$ cat src/hw/rtl/aefc_pkg.sv
`default_nettype none

package aefc_pkg;

    localparam logic [23:0] HEADER_MARK     = 24'hFCBBCF;
    localparam logic [23:0] TRAILER_MARK    = 24'hABCCBA;
    localparam logic [15:0] MAX_WORDS_RESET = 16'd120;
    localparam logic [15:0] WORD_COUNT_MAX  = 16'hFFFF;

    typedef enum logic [2:0] {
        KIND_HEADER  = 3'd0,
        KIND_DATA    = 3'd1,
        KIND_TRAILER = 3'd2,
        KIND_ERROR   = 3'd3,
        KIND_SKIP    = 3'd4
    } kind_t;

    typedef enum logic [2:0] {
        ST_OK       = 3'd0,
        ST_SIZE     = 3'd1,
        ST_NOHEAD   = 3'd2,
        ST_NOTRAIL  = 3'd3,
        ST_MISMATCH = 3'd4
    } status_t;

    typedef struct packed {
        logic [31:0] word;
        logic        last_word;
    } item_t;

    typedef struct packed {
        kind_t       word_kind;
        logic [7:0]  event_number;
        logic [3:0]  channel;
        logic [11:0] sample;
        status_t     status;
        logic        buffer_done;
    } result_t;

endpackage

`default_nettype wire

$ cat src/hw/rtl/aefc_frame_logic.sv
`default_nettype none

module aefc_frame_logic
    import aefc_pkg::*;
#(
    parameter int MAX_DATA_PER_EVENT = 8
)
(
    input  wire logic        clk,
    input  wire logic        rst_n,
    input  wire logic        cfg_wr_en,
    input  wire logic [15:0] cfg_wr_data,
    input  wire item_t       item,
    input  wire logic        advance,
    output result_t          result
);

    localparam int DC_W = $clog2(MAX_DATA_PER_EVENT + 1);
    localparam logic [DC_W-1:0] DATA_LIMIT = DC_W'(MAX_DATA_PER_EVENT);

    logic [15:0]     max_words_reg;
    logic            in_body_reg;
    logic            in_body_next;
    logic [7:0]      event_reg;
    logic [7:0]      event_next;
    logic [DC_W-1:0] data_count_reg;
    logic [DC_W-1:0] data_count_next;
    logic [15:0]     word_count_reg;
    logic [15:0]     word_count_next;
    status_t         error_reg;
    status_t         error_next;

    always_comb
    begin
        kind_t       kind;
        status_t     err;
        logic [3:0]  chan;
        logic [11:0] samp;
        logic [23:0] mark;

        mark            = item.word[31:8];
        kind            = KIND_SKIP;
        err             = ST_OK;
        chan            = '0;
        samp            = '0;
        in_body_next    = in_body_reg;
        event_next      = event_reg;
        data_count_next = data_count_reg;
        error_next      = error_reg;

        priority if (error_reg != ST_OK)
        begin
            kind = KIND_SKIP;
        end
        else if (word_count_reg >= max_words_reg)
        begin
            err = ST_SIZE;
        end
        else if (!in_body_reg)
        begin
            if (mark == HEADER_MARK)
            begin
                kind            = KIND_HEADER;
                event_next      = item.word[7:0];
                data_count_next = '0;
                in_body_next    = 1'b1;
            end
            else
            begin
                err = ST_NOHEAD;
            end
        end
        else if (mark == TRAILER_MARK)
        begin
            if (item.word[7:0] == event_reg)
            begin
                kind         = KIND_TRAILER;
                in_body_next = 1'b0;
            end
            else
            begin
                err = ST_MISMATCH;
            end
        end
        else if (data_count_reg < DATA_LIMIT)
        begin
            kind            = KIND_DATA;
            chan            = item.word[15:12];
            samp            = item.word[11:0];
            data_count_next = data_count_reg + 1'b1;
        end
        else
        begin
            err = ST_NOTRAIL;
        end

        if (err == ST_OK && error_reg == ST_OK && item.last_word && in_body_next)
        begin
            err = ST_NOTRAIL;
        end

        if (err != ST_OK)
        begin
            kind       = KIND_ERROR;
            chan       = '0;
            samp       = '0;
            error_next = err;
        end

        word_count_next = (word_count_reg < WORD_COUNT_MAX) ?
                          word_count_reg + 16'd1 : word_count_reg;

        result.word_kind    = kind;
        result.event_number = event_next;
        result.channel      = chan;
        result.sample       = samp;
        result.status       = error_next;
        result.buffer_done  = item.last_word;
    end

    always_ff @(posedge clk or negedge rst_n)
    begin
        if (!rst_n)
        begin
            max_words_reg <= MAX_WORDS_RESET;
        end
        else if (cfg_wr_en)
        begin
            max_words_reg <= cfg_wr_data;
        end
    end

    // Every state field returns to its reset value after the last word of a buffer.
    always_ff @(posedge clk or negedge rst_n)
    begin
        if (!rst_n)
        begin
            in_body_reg    <= 1'b0;
            event_reg      <= '0;
            data_count_reg <= '0;
            word_count_reg <= '0;
            error_reg      <= ST_OK;
        end
        else if (advance)
        begin
            if (item.last_word)
            begin
                in_body_reg    <= 1'b0;
                event_reg      <= '0;
                data_count_reg <= '0;
                word_count_reg <= '0;
                error_reg      <= ST_OK;
            end
            else
            begin
                in_body_reg    <= in_body_next;
                event_reg      <= event_next;
                data_count_reg <= data_count_next;
                word_count_reg <= word_count_next;
                error_reg      <= error_next;
            end
        end
    end

endmodule

`default_nettype wire

$ cat config.mk
export PLATFORM = sky130hd
export DESIGN_NAME = aefc_frame_logic
export DESIGN_NICKNAME = d
export VERILOG_FILES = /design/src/hw/rtl/aefc_pkg.sv /design/src/hw/rtl/aefc_frame_logic.sv
export SDC_FILE = /design/constraint.sdc
export NUM_CORES = 1
export LEC_CHECK = 0
export BUFFER_PORTS_ARGS = -buffer_cell sky130_fd_sc_hd__buf_2
export CORE_ASPECT_RATIO = 0.8
export CORE_MARGIN = 5
export CORE_UTILIZATION = 55
export CTS_BUF_LIST = sky130_fd_sc_hd__clkbuf_8
export CTS_CLUSTER_SIZE = 10
export DETAILED_ROUTE_END_ITERATION = 6
export PLACE_DENSITY = 0.93
export SYNTH_ARGS = -nofsm -noshare
export SYNTH_HDL_FRONTEND = slang
export SYNTH_SLANG_ARGS = --single-unit
export TNS_END_PERCENT = 100
$ cat constraint.sdc
create_clock -name clk -period 4.25 [get_ports clk]
set_input_delay 1.275 -clock clk [delete_from_list [all_inputs] [get_ports clk]]
set_output_delay 1.275 -clock clk [all_outputs]
set_load 0.02 [all_outputs]
## After elaboration in Yosys (flattened, before gate mapping)

Index checks and enable logic that the tools add are counted.

| cells by class | value |
|---|---|
| $lt $le $gt $ge | 3 |
| equal/unequal tests | 7 |
| reductions and logical operators | 11 |
| add/sub/neg operators | 2 |
| multiplexer cells | 51 |

Operators with widths:

| kind | count |
|---|---|
| $mux 12 | 6 |
| $mux 4 | 13 |
| $eq 24x24->1 const B | 2 |
| $mux 3 | 16 |
| $mux 8 | 5 |
| $mux 16 | 2 |
| $add 16x1->16 const B | 1 |
| $ge 16x16->1 | 1 |
| $lt 16x16->1 const B | 1 |
| $reduce_bool 3->1 | 3 |
| $eq 8x8->1 | 1 |
| $mux 1 | 7 |
| $logic_not 3->1 | 2 |
| $reduce_and 6->1 | 1 |
| $add 4x1->4 const B | 1 |
| $lt 4x4->1 const B | 1 |
| $mux 2 | 2 |
| $ne 2x2->1 const B | 2 |
| $logic_and 1x1->1 | 3 |
| $ne 3x2->1 const B | 1 |
| $ne 3x3->1 const B | 1 |
| $reduce_and 2->1 | 1 |
| $reduce_bool 2->1 | 1 |

| word-level totals | value |
|---|---|
| logic and storage cells | 80 |
| register bits after elaboration | 48 |

## Depth between registers and ports, before layout

| depth | value |
|---|---|
| depth in word-level cells | 14 |
| gate-level depth with buffers | 9 |
| gate-level depth less buffers | 8 |

## Worst setup path after synthesis

No wires, ideal clock.

| path | value |
|---|---|
| path kind | input to output |
| from | input item[32] in the netlist's numbering |
| to | output result[1] in the netlist's numbering |
| path slack | 0.104 ns |
| stages on the path | 6 |
| arrival | 2.871 ns |
| buffers on the path | 1 |
| cell sequence | nand4_1 -> or2_0 -> clkbuf_1 -> nor3_1 -> and2b_1 -> o31ai_1 |

RTL lines:

| what | line | text |
|---|---|---|
| start, declared | aefc_frame_logic.sv:13 | `input wire item_t item,` |
| end, declared | aefc_frame_logic.sv:15 | `output result_t result` |

==> reports/results.env <==
STATUS='finished, violations left'
VIOLATIONS_IN_THE_FINAL_REPORTS='negative setup slack'
SYNTH.FF_LATCH_COUNT=48
SYNTH_FLOP_CELL='dfrtp_1'
FINAL_MAX_SLEW_VIOL_COUNT=0
ROUTE.MET2.WL_UM=5351
WORST_SLACK_NS=-0.2290
YOSYS.AREA_SHARE.SIMPLE_PCT=26.15
NUM_IO_PINS=84
TIMING.FINAL.HOLD_VIOLATIONS=0
DRV_CAP=0
WIRE_PER_INST_UM=21.83
DIE_W_UM=95.74
PORTBUFFERS=83
FINAL_COMMON_CELL='buf_2'
SYNTHESIS.YOSYS.WARNINGS=0
WORST_SLEW_PIN_SLEW_NS=1.070
FINAL_CELLS=526
TOPROUTINGLAYERUSED='met4'
SYNTHESIS.INSTANCES=351
VIASPERCELL=6.707
FINISH.NET_COUNT=515
CLK-INSERTION-DELAY-LATE_NS=0.31
SYN_AVG_CELL_AREA_SQ_UM=9.215
HOLD_WS_NS=0.5188
FMAX_MHz=223.3
MAIN_COMBINATIONAL_CELL_FAMILY_BY_AREA_AFTER_SYNTHESIS='simple AND/OR/NAND/NOR gates'
LAYOUT_COMMON_CELLS='buf_2, dfrtp_1, nand2_1, inv_1, o21ai_0'
ASYNC_FLOP_SHARE_PCT=100.0
WORST_CLK_SKEW_NS=0.006166
MIN_PERIOD_OVER_PERIOD_PCT=105.4
FIRST_GLOBAL_VIAS=3174
DPL_WORST_SLACK_NS=-0.03487
FRACTION_OF_FINAL_LAYOUT_CELLS_SIZED_BEYOND_DRIVE_STRENGTH_1_PCT=33.71
YOSYSSEQAREASHARE_PCT=37.29
CLK_PIN_SLEW_WORST_PATHS_NS=0.09
CORE.ROWCOUNT=25
DRTANTENNAVIOLNETS=0
CTSHOLDBUFFERS=0
H-TREE-DEPTH=2
CTS-BUFFERS-INSERTED=5
DP.CELLS=511
POWER.IR.VDD_WORST_uV=137.8
MIN_PATH_TYPE='register to register'
GRT_USE_TOTAL_PCT=25.35
CP-START-KIND='input pin'
POST_SYNTHESIS_MUX_AREA_SHARE_PCT=4.449
CLOCK_TREE_FROM_TRITONCTS='yes'
DETAILROUTE.WIRELENGTH.MET3_UM=1147
SYNTHESIS.NETS=422
DESIGN.CORE.AREA_SQ_UM=5818
TIMING.SLEW.HEADROOM_PCT=28.64
YOSYS.AREA_SHARE.ADDER_PCT=6.963
FLOORPLAN.INITIALDENSITY_PCT=55.59
SETUP_VIOL=28
DRT-PASS1-ITER-COUNT=5
GR-TOTAL-OVERFLOW=0
SYNTH_XOR_AREA_SHARE_PCT=2.166
GRT_FIRST_PASS_WIRELENGTH_UM=15280
NFILLCELLS=369
FIN_SETUP_TNS_NS=-4.643
CRITICAL_PATH.MAX_FANOUT=8
TOTALWIRELENGTH_UM=11480
SYNTH_EDF_COUNT=0
DIODES=0
MET1WIRELENGTH_UM=4065
GRT_MAX_DEGREE=49
CLKSINKCOUNT=48
SYNTHDISTINCTLIBCELLS=56
ANTENNA_VIOLATIONS_BEFORE_REPAIR=0
DIE-AREA_SQ_UM=7524
COMPOUND_GATE_PORTION_OF_THE_SYNTHESIZED_AREA_PCT=17.99
VIAS=3528
PWR_CELL_AREA_nW_PER_UM2=281.1
TIMING_WORST_SETUP_PATH_TYPE='input pin to output port'
FINAL_PERIOD_MINUS_WORST_SETUP_SLACK_NS=4.479
FINAL_CORE_UTIL_PCT=71.74
WORST_EP_REQUIRED_NS=2.97
DPL.HPWL_UM=6688
STATIC_LEAKAGE_nW=1.977
DIEHEIGHT_UM=78.59
CRITICAL_PATH_ARRIVAL_NS=3.20
CRITPATHCAPTURETYPE='output port'
FINALWEIGHTEDCONGESTION=0.9742
RSZ0062_AT_GRT='yes'
SYNTHESIS.AREA_SQ_UM=3234
AREA_DELTA_SYNTH_FINAL_PCT=29.05
CLK_PATH_BUF_DEPTH=2
ROUTE.DETAILED.DRC=0
CTS_ROOT_BUFFER='clkbuf_8'
DRT_FIRST_ITER_VIOLATIONS=540
critical path, cell delays in order:
cell	delay, ns
buf_2	0.12
nor4bb_1	0.32
nand4_1	0.24
nor4_2	0.25
a21oi_2	0.10
nor4_4	0.29
buf_4	0.19
clkbuf_16	0.15
and2_1	0.14
buf_6	0.12
where the power goes:
| part | internal, mW | total (mW) | switching, mW |
|---|---|---|---|
| combinational | 0.130 | 0.341 | 0.210 |
| sequential | 0.492 | 0.534 | 0.0418 |
| clock | 0.130 | 0.298 | 0.168 |
| total | 0.753 | 1.17 | 0.420 |
through the flow:
step | cell area [sq um] | power, mW
CTS | 3895 | 1.113
floorplan | 3234 | 0.7162
finish | 4174 | 1.173
global placement | 3764 | 0.8108
global route | 4174 | 1.228
detailed placement | 3764 | 0.8282
synthesized netlist by cell type, drive strengths merged (5+ instances only):
master   n  share of area (%)
dfrtp   44                 34
nand2   39                4.6
o21ai   26                4.0
inv     24                2.8
ha      18                7.0
and2    17                3.3
a21oi   15                2.3
nand4   14                3.2
nor2    14                1.6
nor3    12                2.2
mux2    11                3.8
nand3   11                2.1
a22o    10                2.7
and3    10                1.9
clkbuf  10                1.2
xnor2    8                2.2
nor4     6                2.1
a31oi    5               0.97
o311ai   5                1.4
routing by layer:
metal / vias up / global-route usage (%)
li1: 1485 / -
met4: 0 / 9.801
met1: 1641 / 33.03
met2: 300 / 41.64
met3: 102 / 4.406
met5: - / 0
final timing paths:
kind | slack [ns] | cells past startpoint | from | endpoint
hold / removal | 0.52 | 2 | max_words_reg[4] | max_words_reg[4]
min in group asynchronous | 1.15 | 1 | rst_n | max_words_reg[12]
setup reg to reg | 1.40 | 9 | word_count_reg[0] | event_reg[0]
max in group asynchronous | 2.44 | 1 | rst_n | data_count_reg[3]
hold reg to reg | 0.52 | 2 | max_words_reg[4] | max_words_reg[4]
setup / recovery | -0.23 | 10 | item[25] | result[14]
cell families (layout without fill, tap and decap cells):
logic type               after synthesis  count (layout)
AO/OA/AOI/OAI                         83              83
multiplexers                          13              13
adder cells (fa/ha/maj)               18              18
flip-flops                            48              48
XOR/XNOR                               8               8
AND/OR/NAND/NOR                      143             143
buffers and inverters                 38             132
layout make-up:
class | instances | area [sq um] | share of cell area [%]
clock buffer | 6 | 82.58 | 1.978
clock inverter | 2 | 11.26 | 0.2698
inverter | 25 | 93.84 | 2.248
multi-input combinational | 265 | 1983 | 47.51
sequential | 48 | 1206 | 28.90
tap | 81 | 101.3 | 2.428
timing repair buffer | 99 | 695.7 | 16.67
repair_timing:
item                       in CTS  in global routing
gates cloned                    0                  1
setup endpoints to repair      16                 29
pin swaps                       2                 16
buffers inserted                3                  3
gates resized for setup         4                 59
No activity file was read; power rests on OpenSTA's default activity.
